[src/rtl/assert_macros.svh]
// ---------------------------------------------------------------------------
// Assertion macros
// Shared property wrappers for the fraction accumulator RTL.
// ---------------------------------------------------------------------------
`ifndef ASSERT_MACROS_SVH
`define ASSERT_MACROS_SVH

// plain property, disabled in reset
`define FAR_ASSERT(lbl, clk, rst, prop, msg) \
   lbl: assert property (@(posedge clk) disable iff (rst) (prop)) else $error(msg);

// overlapping implication, disabled in reset
`define FAR_ASSERT_IMP(lbl, clk, rst, ante, cons, msg) \
   lbl: assert property (@(posedge clk) disable iff (rst) (ante) |-> (cons)) \
      else $error(msg);

// next-cycle implication, disabled in reset
`define FAR_ASSERT_NXT(lbl, clk, rst, ante, cons, msg) \
   lbl: assert property (@(posedge clk) disable iff (rst) (ante) |=> (cons)) \
      else $error(msg);

`endif

[src/rtl/far_pkg.sv]
// ---------------------------------------------------------------------------
// Fraction accumulator package
// Widths, codes, payload types and controller/datapath interface structs.
// ---------------------------------------------------------------------------
`default_nettype none

package far_pkg;

   localparam int IN_WIDTH   = 16;
   localparam int ACC_WIDTH  = 32;
   localparam int DEN_WIDTH  = ACC_WIDTH - 1;
   localparam int PROD_WIDTH = ACC_WIDTH + IN_WIDTH;
   localparam int DIV_STEPS  = PROD_WIDTH;
   localparam int STEP_WIDTH = $clog2(PROD_WIDTH);

   localparam logic [1:0] STATUS_OK       = 2'd0;
   localparam logic [1:0] STATUS_ZERO_DEN = 2'd1;
   localparam logic [1:0] STATUS_OVERFLOW = 2'd2;

   localparam logic [1:0] MUL_SEL_P1  = 2'd0;
   localparam logic [1:0] MUL_SEL_P2  = 2'd1;
   localparam logic [1:0] MUL_SEL_DEN = 2'd2;

   typedef struct packed {
      logic                        clear_first;
      logic signed [IN_WIDTH-1:0]  numerator;
      logic signed [IN_WIDTH-1:0]  denominator;
   } req_type;

   typedef struct packed {
      logic signed [ACC_WIDTH-1:0] sum_numerator;
      logic [DEN_WIDTH-1:0]        sum_denominator;
      logic                        is_whole;
      logic [1:0]                  status;
   } rsp_type;

   typedef struct packed {
      logic       accept;
      logic       mul_en;
      logic [1:0] mul_sel;
      logic       add;
      logic       gcd_step;
      logic       scale;
      logic       div_step;
      logic       div_mid;
      logic       commit;
   } cmd_type;

   typedef struct packed {
      logic den_zero;
      logic gcd_done;
   } stat_type;

endpackage

`default_nettype wire

[src/rtl/far_ctrl.sv]
// ---------------------------------------------------------------------------
// Fraction accumulator controller
// Sequences multiply, add, binary GCD and the two divisions; owns the
// request and response handshakes.
// ---------------------------------------------------------------------------
`default_nettype none
`include "assert_macros.svh"

module far_ctrl (
   input  wire logic               clock,
   input  wire logic               reset,
   input  wire logic               req_valid,
   output      logic               req_stall,
   output      logic               rsp_valid,
   input  wire logic               rsp_stall,
   output      far_pkg::cmd_type   cmd,
   input  wire far_pkg::stat_type  stat
);

   localparam logic [3:0] S_IDLE    = 4'd0;
   localparam logic [3:0] S_MUL_P1  = 4'd1;
   localparam logic [3:0] S_MUL_P2  = 4'd2;
   localparam logic [3:0] S_MUL_DEN = 4'd3;
   localparam logic [3:0] S_ADD     = 4'd4;
   localparam logic [3:0] S_GCD     = 4'd5;
   localparam logic [3:0] S_SCALE   = 4'd6;
   localparam logic [3:0] S_DIV_NUM = 4'd7;
   localparam logic [3:0] S_DIV_MID = 4'd8;
   localparam logic [3:0] S_DIV_DEN = 4'd9;
   localparam logic [3:0] S_DONE    = 4'd10;

   localparam logic [far_pkg::STEP_WIDTH-1:0] STEP_LAST =
      far_pkg::STEP_WIDTH'(far_pkg::DIV_STEPS - 1);

   logic [3:0]                      state_ff, state_in;
   logic [far_pkg::STEP_WIDTH-1:0]  cnt_ff, cnt_in;
   logic                            rsp_valid_ff, rsp_valid_in;
   logic                            out_free;

   assign out_free  = !rsp_valid_ff || !rsp_stall;
   assign req_stall = (state_ff != S_IDLE);
   assign rsp_valid = rsp_valid_ff;

   always_comb begin
      state_in    = state_ff;
      cnt_in      = cnt_ff;
      cmd         = '0;
      cmd.mul_sel = far_pkg::MUL_SEL_P1;
      unique case (state_ff)
         S_IDLE: begin
            if (req_valid) begin
               cmd.accept = 1'b1;
               state_in   = S_MUL_P1;
            end
         end
         S_MUL_P1: begin
            if (stat.den_zero) begin
               state_in = S_DONE;
            end else begin
               cmd.mul_en  = 1'b1;
               cmd.mul_sel = far_pkg::MUL_SEL_P1;
               state_in    = S_MUL_P2;
            end
         end
         S_MUL_P2: begin
            cmd.mul_en  = 1'b1;
            cmd.mul_sel = far_pkg::MUL_SEL_P2;
            state_in    = S_MUL_DEN;
         end
         S_MUL_DEN: begin
            cmd.mul_en  = 1'b1;
            cmd.mul_sel = far_pkg::MUL_SEL_DEN;
            state_in    = S_ADD;
         end
         S_ADD: begin
            cmd.add  = 1'b1;
            state_in = S_GCD;
         end
         S_GCD: begin
            if (stat.gcd_done) begin
               state_in = S_SCALE;
            end else begin
               cmd.gcd_step = 1'b1;
            end
         end
         S_SCALE: begin
            cmd.scale = 1'b1;
            cnt_in    = '0;
            state_in  = S_DIV_NUM;
         end
         S_DIV_NUM: begin
            cmd.div_step = 1'b1;
            cnt_in       = cnt_ff + 1'b1;
            if (cnt_ff == STEP_LAST) begin
               state_in = S_DIV_MID;
            end
         end
         S_DIV_MID: begin
            cmd.div_mid = 1'b1;
            cnt_in      = '0;
            state_in    = S_DIV_DEN;
         end
         S_DIV_DEN: begin
            cmd.div_step = 1'b1;
            cnt_in       = cnt_ff + 1'b1;
            if (cnt_ff == STEP_LAST) begin
               state_in = S_DONE;
            end
         end
         S_DONE: begin
            if (out_free) begin
               cmd.commit = 1'b1;
               state_in   = S_IDLE;
            end
         end
         default: begin
            state_in = S_IDLE;
         end
      endcase
   end

   always_comb begin
      priority if (cmd.commit) begin
         rsp_valid_in = 1'b1;
      end else if (!rsp_stall) begin
         rsp_valid_in = 1'b0;
      end else begin
         rsp_valid_in = rsp_valid_ff;
      end
   end

   always_ff @(posedge clock) begin
      if (reset) begin
         state_ff     <= S_IDLE;
         cnt_ff       <= '0;
         rsp_valid_ff <= 1'b0;
      end else begin
         state_ff     <= state_in;
         cnt_ff       <= cnt_in;
         rsp_valid_ff <= rsp_valid_in;
      end
   end

   `FAR_ASSERT_IMP(a_commit_out_free, clock, reset, cmd.commit,
      !rsp_valid_ff || !rsp_stall, "commit while response register occupied")
   `FAR_ASSERT_NXT(a_accept_starts, clock, reset, cmd.accept,
      state_ff == S_MUL_P1 && req_stall, "accepted request did not start")
   `FAR_ASSERT_NXT(a_commit_shows, clock, reset, cmd.commit,
      rsp_valid_ff && state_ff == S_IDLE, "commit did not raise response")

endmodule

`default_nettype wire

[src/rtl/far_dpath.sv]
// ---------------------------------------------------------------------------
// Fraction accumulator datapath
// Shared multiplier, magnitude add, binary GCD, restoring divider and the
// running sum registers.
// ---------------------------------------------------------------------------
`default_nettype none
`include "assert_macros.svh"

module far_dpath (
   input  wire logic               clock,
   input  wire logic               reset,
   input  wire far_pkg::req_type   req_data,
   output      far_pkg::rsp_type   rsp_data,
   input  wire far_pkg::cmd_type   cmd,
   output      far_pkg::stat_type  stat
);

   localparam int IW = far_pkg::IN_WIDTH;
   localparam int AW = far_pkg::ACC_WIDTH;
   localparam int DW = far_pkg::DEN_WIDTH;
   localparam int PW = far_pkg::PROD_WIDTH;
   localparam int KW = far_pkg::STEP_WIDTH;

   localparam logic [PW-1:0] POS_LIM = (PW'(1) << (AW - 1)) - PW'(1);
   localparam logic [PW-1:0] NEG_LIM = PW'(1) << (AW - 1);

   // running sum
   logic [AW-1:0]  acc_mag_ff, acc_mag_in;
   logic           acc_neg_ff, acc_neg_in;
   logic [DW-1:0]  acc_den_ff, acc_den_in;

   // addend
   logic [IW-1:0]  nraw, draw, nmag, dmag;
   logic [IW-1:0]  nmag_ff, dmag_ff;
   logic           sneg_ff, dzero_ff;

   // products and sum
   logic [AW-1:0]  mul_a;
   logic [IW-1:0]  mul_b;
   logic [PW-1:0]  mul_p;
   logic [PW-1:0]  p1_ff, p2_ff, den_ff, mag_ff;
   logic           rneg_ff;
   logic [PW-1:0]  add_mag;
   logic           add_neg;

   // gcd
   logic [PW-1:0]  u_ff, u_in, v_ff, v_in;
   logic [KW-1:0]  k_ff, k_in;

   // divider
   logic [PW-1:0]  g_ff, rem_ff, quo_ff, qnum_ff;
   logic [PW:0]    rem_sh, rem_sub;
   logic           div_ge;

   // commit
   logic           ovf;
   logic [1:0]     status;
   logic [AW-1:0]  out_num;
   far_pkg::rsp_type rsp_ff;

   assign nraw = req_data.numerator;
   assign draw = req_data.denominator;
   assign nmag = nraw[IW-1] ? (~nraw + 1'b1) : nraw;
   assign dmag = draw[IW-1] ? (~draw + 1'b1) : draw;

   always_comb begin
      unique case (cmd.mul_sel)
         far_pkg::MUL_SEL_P1: begin
            mul_a = acc_mag_ff;
            mul_b = dmag_ff;
         end
         far_pkg::MUL_SEL_P2: begin
            mul_a = {1'b0, acc_den_ff};
            mul_b = nmag_ff;
         end
         far_pkg::MUL_SEL_DEN: begin
            mul_a = {1'b0, acc_den_ff};
            mul_b = dmag_ff;
         end
         default: begin
            mul_a = '0;
            mul_b = '0;
         end
      endcase
   end

   assign mul_p = PW'(mul_a) * PW'(mul_b);

   always_comb begin
      priority if (acc_neg_ff == sneg_ff) begin
         add_mag = p1_ff + p2_ff;
         add_neg = sneg_ff;
      end else if (p1_ff >= p2_ff) begin
         add_mag = p1_ff - p2_ff;
         add_neg = acc_neg_ff;
      end else begin
         add_mag = p2_ff - p1_ff;
         add_neg = sneg_ff;
      end
   end

   always_comb begin
      u_in = u_ff;
      v_in = v_ff;
      k_in = k_ff;
      priority if (!u_ff[0] && !v_ff[0]) begin
         u_in = u_ff >> 1;
         v_in = v_ff >> 1;
         k_in = k_ff + 1'b1;
      end else if (!u_ff[0]) begin
         u_in = u_ff >> 1;
      end else if (!v_ff[0]) begin
         v_in = v_ff >> 1;
      end else if (u_ff >= v_ff) begin
         u_in = (u_ff - v_ff) >> 1;
      end else begin
         v_in = (v_ff - u_ff) >> 1;
      end
   end

   assign stat.gcd_done = (u_ff == '0);
   assign stat.den_zero = dzero_ff;

   assign rem_sh  = {rem_ff, quo_ff[PW-1]};
   assign rem_sub = rem_sh - {1'b0, g_ff};
   assign div_ge  = (rem_sh >= {1'b0, g_ff});

   assign ovf = (quo_ff > POS_LIM) || (qnum_ff > (rneg_ff ? NEG_LIM : POS_LIM));

   always_comb begin
      priority if (dzero_ff) begin
         status = far_pkg::STATUS_ZERO_DEN;
      end else if (ovf) begin
         status = far_pkg::STATUS_OVERFLOW;
      end else begin
         status = far_pkg::STATUS_OK;
      end
   end

   always_comb begin
      acc_mag_in = acc_mag_ff;
      acc_neg_in = acc_neg_ff;
      acc_den_in = acc_den_ff;
      if (status == far_pkg::STATUS_OK) begin
         acc_mag_in = qnum_ff[AW-1:0];
         acc_neg_in = rneg_ff;
         acc_den_in = quo_ff[DW-1:0];
      end
   end

   assign out_num = acc_neg_in ? (~acc_mag_in + 1'b1) : acc_mag_in;

   always_ff @(posedge clock) begin
      if (reset) begin
         acc_mag_ff <= '0;
         acc_neg_ff <= 1'b0;
         acc_den_ff <= DW'(1);
      end else if (cmd.accept && req_data.clear_first) begin
         acc_mag_ff <= '0;
         acc_neg_ff <= 1'b0;
         acc_den_ff <= DW'(1);
      end else if (cmd.commit) begin
         acc_mag_ff <= acc_mag_in;
         acc_neg_ff <= acc_neg_in;
         acc_den_ff <= acc_den_in;
      end
   end

   always_ff @(posedge clock) begin
      if (cmd.accept) begin
         nmag_ff  <= nmag;
         dmag_ff  <= dmag;
         dzero_ff <= (dmag == '0);
         sneg_ff  <= (nraw[IW-1] != draw[IW-1]) && (nmag != '0);
      end
      if (cmd.mul_en) begin
         unique case (cmd.mul_sel)
            far_pkg::MUL_SEL_P1:  p1_ff  <= mul_p;
            far_pkg::MUL_SEL_P2:  p2_ff  <= mul_p;
            far_pkg::MUL_SEL_DEN: den_ff <= mul_p;
            default: begin
            end
         endcase
      end
      if (cmd.add) begin
         mag_ff  <= add_mag;
         rneg_ff <= add_neg && (add_mag != '0);
         u_ff    <= add_mag;
         v_ff    <= den_ff;
         k_ff    <= '0;
      end else if (cmd.gcd_step) begin
         u_ff <= u_in;
         v_ff <= v_in;
         k_ff <= k_in;
      end
      if (cmd.scale) begin
         g_ff   <= v_ff << k_ff;
         quo_ff <= mag_ff;
         rem_ff <= '0;
      end else if (cmd.div_mid) begin
         qnum_ff <= quo_ff;
         quo_ff  <= den_ff;
         rem_ff  <= '0;
      end else if (cmd.div_step) begin
         rem_ff <= div_ge ? rem_sub[PW-1:0] : rem_sh[PW-1:0];
         quo_ff <= {quo_ff[PW-2:0], div_ge};
      end
      if (cmd.commit) begin
         rsp_ff.sum_numerator   <= out_num;
         rsp_ff.sum_denominator <= acc_den_in;
         rsp_ff.is_whole        <= (acc_mag_in == '0) || (acc_den_in == DW'(1));
         rsp_ff.status          <= status;
      end
   end

   assign rsp_data = rsp_ff;

   `FAR_ASSERT(a_den_nonzero, clock, reset, acc_den_ff != '0,
      "stored denominator is zero")
   `FAR_ASSERT_IMP(a_zero_positive, clock, reset, acc_mag_ff == '0, !acc_neg_ff,
      "zero sum carries a sign")
   `FAR_ASSERT_IMP(a_gcd_live, clock, reset, cmd.gcd_step, u_ff != '0,
      "gcd step issued after completion")

endmodule

`default_nettype wire

[src/rtl/fraction_accumulate_reduce.sv]
// ---------------------------------------------------------------------------
// Fraction accumulate and reduce
// Running sum of signed fractions, kept in lowest terms via binary GCD.
// ---------------------------------------------------------------------------
// Sequence: a zero denominator goes from the first multiply state straight to
//   the response; otherwise the multiplies, the add, the binary GCD loop, the
//   scale and the shared 48-step restoring divider, run twice, precede it.
// One request is handled at a time (req_stall is high while not idle).
// A new request is taken while the previous response still waits.
// Reset (synchronous, active high) sets the sum to 0/1 and drops all requests.
`default_nettype none

module fraction_accumulate_reduce (
   input  wire logic               clock,
   input  wire logic               reset,
   input  wire logic               req_valid,
   output      logic               req_stall,
   input  wire far_pkg::req_type   req_data,
   output      logic               rsp_valid,
   input  wire logic               rsp_stall,
   output      far_pkg::rsp_type   rsp_data
);

   far_pkg::cmd_type   cmd;
   far_pkg::stat_type  stat;

   far_ctrl u_ctrl (
      .clock     (clock),
      .reset     (reset),
      .req_valid (req_valid),
      .req_stall (req_stall),
      .rsp_valid (rsp_valid),
      .rsp_stall (rsp_stall),
      .cmd       (cmd),
      .stat      (stat)
   );

   far_dpath u_dpath (
      .clock    (clock),
      .reset    (reset),
      .req_data (req_data),
      .rsp_data (rsp_data),
      .cmd      (cmd),
      .stat     (stat)
   );

endmodule

`default_nettype wire
[config.mk]
export PLATFORM = sky130hd
export DESIGN_NAME = fraction_accumulate_reduce
export DESIGN_NICKNAME = d
export VERILOG_FILES = /design/src/rtl/far_pkg.sv /design/src/rtl/far_ctrl.sv /design/src/rtl/far_dpath.sv /design/src/rtl/fraction_accumulate_reduce.sv
export VERILOG_INCLUDE_DIRS = /design/src /design/src/rtl
export SDC_FILE = /design/constraint.sdc
export NUM_CORES = 2
export LEC_CHECK = 0
export BUFFER_PORTS_ARGS = -buffer_cell sky130_fd_sc_hd__buf_2
export CAP_MARGIN = 10
export CELL_PAD_IN_SITES_DETAIL_PLACEMENT = 1
export CELL_PAD_IN_SITES_GLOBAL_PLACEMENT = 2
export CORE_ASPECT_RATIO = 1.5
export CORE_MARGIN = 5
export CORE_UTILIZATION = 40
export DETAILED_ROUTE_END_ITERATION = 8
export HOLD_SLACK_MARGIN = 0.05
export PLACE_DENSITY = 0.9
export SLEW_MARGIN = 40
export SYNTH_ARGS = -nofsm -noshare
export SYNTH_HDL_FRONTEND = slang
export SYNTH_SLANG_ARGS = --single-unit
export TNS_END_PERCENT = 10
[constraint.sdc]
create_clock -name clock -period 15.3 [get_ports clock]
set_clock_uncertainty 0.05 [all_clocks]
set_input_delay 0.765 -clock clock [delete_from_list [all_inputs] [get_ports clock]]
set_output_delay 0.765 -clock clock [all_outputs]
set_load 0.05 [all_outputs]
==> impl_metrics.ini <==
[grt]
grt.total_usage_pct = 30.9
grt_use_met2_pct = 55.2
grt_pass1_wl_mm = 390
top_usage_layer = met2
met3_usage_pct = 4.66
grt_pass1_vias = 60500
use_met1_pct = 31.8
grt_max_degree = 97
antenna_found_initial = 11
grt-ovfl-total = 0

[clock_network]
htreeDepth = 3
numClockSinks = 662
cts_setup_buffers = 0
cts-root-buf = clkbuf_16
ctsResizeCount = 0
clock_latency_ns = 0.70
clockBufferDepth = 3
cts_buffers = 73
clkSlewWorstSetupHoldPaths_ns = 0.07
holdBufCountCts = 0
cts_tree = yes

[worst_setup_path]
crit_fanout = 46
r2r_setup_slack_ns = 4.37
r2r_end = u_dpath.p2_ff[47]
cp.required_ns = 15.65
r2r_start = u_ctrl.state_ff[1]
crit_end = u_dpath.p2_ff[47]
worstSetupPathType = reg -> reg
cp-startpoint = u_ctrl.state_ff[1]
start_kind = register
cp_common_cell = fa_1
reg2regPathDepth = 34
slowest_delay_ns = 0.64
cp_slowest_cell = o21ai_0
critPathCaptureType = register
cp.arrival_ns = 11.28

[pwr]
powerDensity_nw_per_um2 = 115
total_power_mw = 8.00
ir_worst_vdd_mv = 0.105
power.leakage_nw = 29.3

[sta]
final_hold_viol_count = 0
relSlewSlack_pct = 33.7
drv_slew = 0
tightestPinTransition_ns = 0.987
grt_setup_unrepaired = no
setup_viol = 0
clock.fmax_ghz = 0.0915
fin_setup_tns_ns = 0
period_needed_ns = 10.93
finalCritPeriodShare_pct = 71.4

[logic_synthesis]
ys_seq_elements = 662
synth_edf_count = 533
yosysSeqAreaShare_pct = 29.1
async_flop_share_pct = 0
syn_area_per_cell_um2 = 8.80
synth_flop_cell = edfxtp_1
synth_cells = 7262
yosysUniqueCellTypes = 104
netlist.area_leader.share_pct = 25.0
synth.largest_area_cell = edfxtp_1
synth_warnings = 0
synthesis.nets = 8169
netlist_top_cells_area = edfxtp_1, fa_1, ha_1, inv_1, nand2_1
synth.cell_area_um2 = 63900

[layout]
drive_above_1_share_pct = 7.13
nets = 8093
fin_util_pct = 43.7
final_cell_area_um2 = 69300
syn_to_final_growth_pct = 8.45
fin_cells = 9331

[drt]
drtAntennaViolNets = 0
drt_iter0_drc = 4518
num_vias = 56900
dr.pass1.iters = 8
avgViaCountPerCell = 6.10
routedWlPerCell_um = 28.7
wl_mm = 268
drc = 0

[placed_design]
routabilityCongestion = 0.998
place_hpwl_mm = 214
portBuffers = 104
numPlacedInstances = 9188
place_area_um2 = 66700

[floorplanning]
die_w_um = 336
placeableCoreArea_um2 = 159000
fp.dieH_um = 500
start_util_pct = 40.3
num_rows = 179
die_area_um2 = 168000
io_pins = 105

[job]
maxCapViolCount = 0

[worst_hold_path]
hold_depth = 1
hold_path_class = in -> reg

[status]
status = finished, final reports clean
critical path: cells and delay by family, from the launching register on:
kind | cells | cell delay [ns]
and+or+nand+nor | 9 | 2.39
adders and majority gates | 8 | 3.81
xor gates and xnor gates | 1 | 0.15
buffers and inverters | 7 | 0.76
DFF | 1 | 0.58
AOI/OAI and AO/OA | 9 | 2.88
worst min-delay path by stage:
stage,from,endpoint,slack (ns)
2_1_floorplan,u_dpath.quo_ff[39],u_dpath.qnum_ff[39],0.39
3_3_place_gp,u_dpath.quo_ff[43],u_dpath.qnum_ff[43],0.42
3_5_place_dp,u_dpath.quo_ff[39],u_dpath.qnum_ff[39],0.42
4_1_cts,req_data[0],u_dpath.dmag_ff[0],0.20
5_1_grt,req_data[0],u_dpath.dmag_ff[0],0.24
6_report,req_data[0],u_dpath.dmag_ff[0],0.25
through the flow:
stage          hold slack [ns]  worst slack [ns]
2_1_floorplan            0.391              6.46
3_3_place_gp             0.415              4.52
3_5_place_dp             0.421              4.45
4_1_cts                  0.204              4.33
5_1_grt                  0.236              3.72
6_report                 0.252              4.37
cell families (layout without fill, tap and decap cells):
group           Yosys count  count (layout)  synth area share (%)
flops                   662             662                  29.1
other cells               0               4                     0
xor+xnor                259             259                  3.55
simple gates           2312            2312                  16.3
fa+ha+maj               870             870                  22.0
compound gates         1721            1721                  17.9
buf+inv                1238            1222                  7.38
mux                     200             200                  3.80
routing by layer:
metal / wire [µm] / vias to the layer above
li1: - / 25000
met4: 27600 / 6
met2: 134000 / 2242
met1: 90600 / 28800
met5: 43 / -
met3: 15300 / 915
synth_stat cells, types with 37 or more instances:
library cell and n:
xor2_1 85, fa_1 424, nand4_1 79, dfxtp_1 129, mux2i_1 148, nor2_1 749, nand3_1 110, o211ai_1 41
nor2b_1 58, ha_1 446, buf_2 37, nand2_1 830, o21bai_1 65, and2_1 38, a21o_1 174, a31oi_1 74
edfxtp_1 533, a22oi_1 75, nor4_1 61, or3_1 50, a21oi_1 475, clkbuf_1 294, nor3_1 109, a211oi_1 109
xnor2_1 174, o21ai_0 274, o21a_1 61, inv_1 863, nand2b_1 78, a221oi_1 74
cells in the final DEF, fill, tap and decap left out, types with 73 or more instances in the layout:
master / synthesis / final
a21o_1: 174 / 173
fa_1: 424 / 424
nand3_1: 110 / 110
nand2_1: 830 / 828
ha_1: 446 / 444
buf_4: 4 / 100
nor2_1: 749 / 741
mux2i_1: 148 / 146
a21oi_1: 475 / 473
o21ai_0: 274 / 270
a221oi_1: 74 / 74
inv_1: 863 / 861
nand2b_1: 78 / 78
clkbuf_16: 0 / 75
dfxtp_1: 129 / 127
a22oi_1: 75 / 73
a31oi_1: 74 / 74
buf_2: 37 / 106
edfxtp_1: 533 / 533
nor3_1: 109 / 107
a211oi_1: 109 / 107
nand4_1: 79 / 79
xnor2_1: 174 / 172
xor2_1: 85 / 84
flip-flops by register name, indices dropped and copies added, names as in the netlist, 32 cells and up:
| register | cells |
|---|---|
| u_dpath.rsp_data | 66 |
| u_dpath.acc_mag_ff | 32 |
| u_dpath.quo_ff | 48 |
| u_dpath.g_ff | 48 |
| u_dpath.v_ff | 48 |
| u_dpath.mag_ff | 48 |
| u_dpath.qnum_ff | 48 |
| u_dpath.p1_ff | 48 |
| u_dpath.u_ff | 48 |
| u_dpath.rem_ff | 48 |
| u_dpath.p2_ff | 48 |
| u_dpath.den_ff | 48 |
cell type report:
cell class / instances / area, µm²
diodes: 4 / 10.0
clock buffers: 86 / 1950
clock inverters: 49 / 571
fillers: 18400 / 89500
inverters: 871 / 3280
multi-input cells: 5362 / 40900
flip-flops and latches: 662 / 18600
well taps: 2081 / 2600
repair buffers: 216 / 1430
report_power, final:
| part | leakage (nW) | switching [mW] | internal (mW) | total (mW) |
|---|---|---|---|---|
| Combinational | 22.1 | 2.58 | 1.14 | 3.72 |
| Clock | 1.22 | 0.854 | 1.06 | 1.91 |
| Sequential | 5.94 | 0.162 | 2.21 | 2.37 |
| Total | 29.3 | 3.60 | 4.40 | 8.00 |
Note: power is estimated with default switching activity, not from simulation.
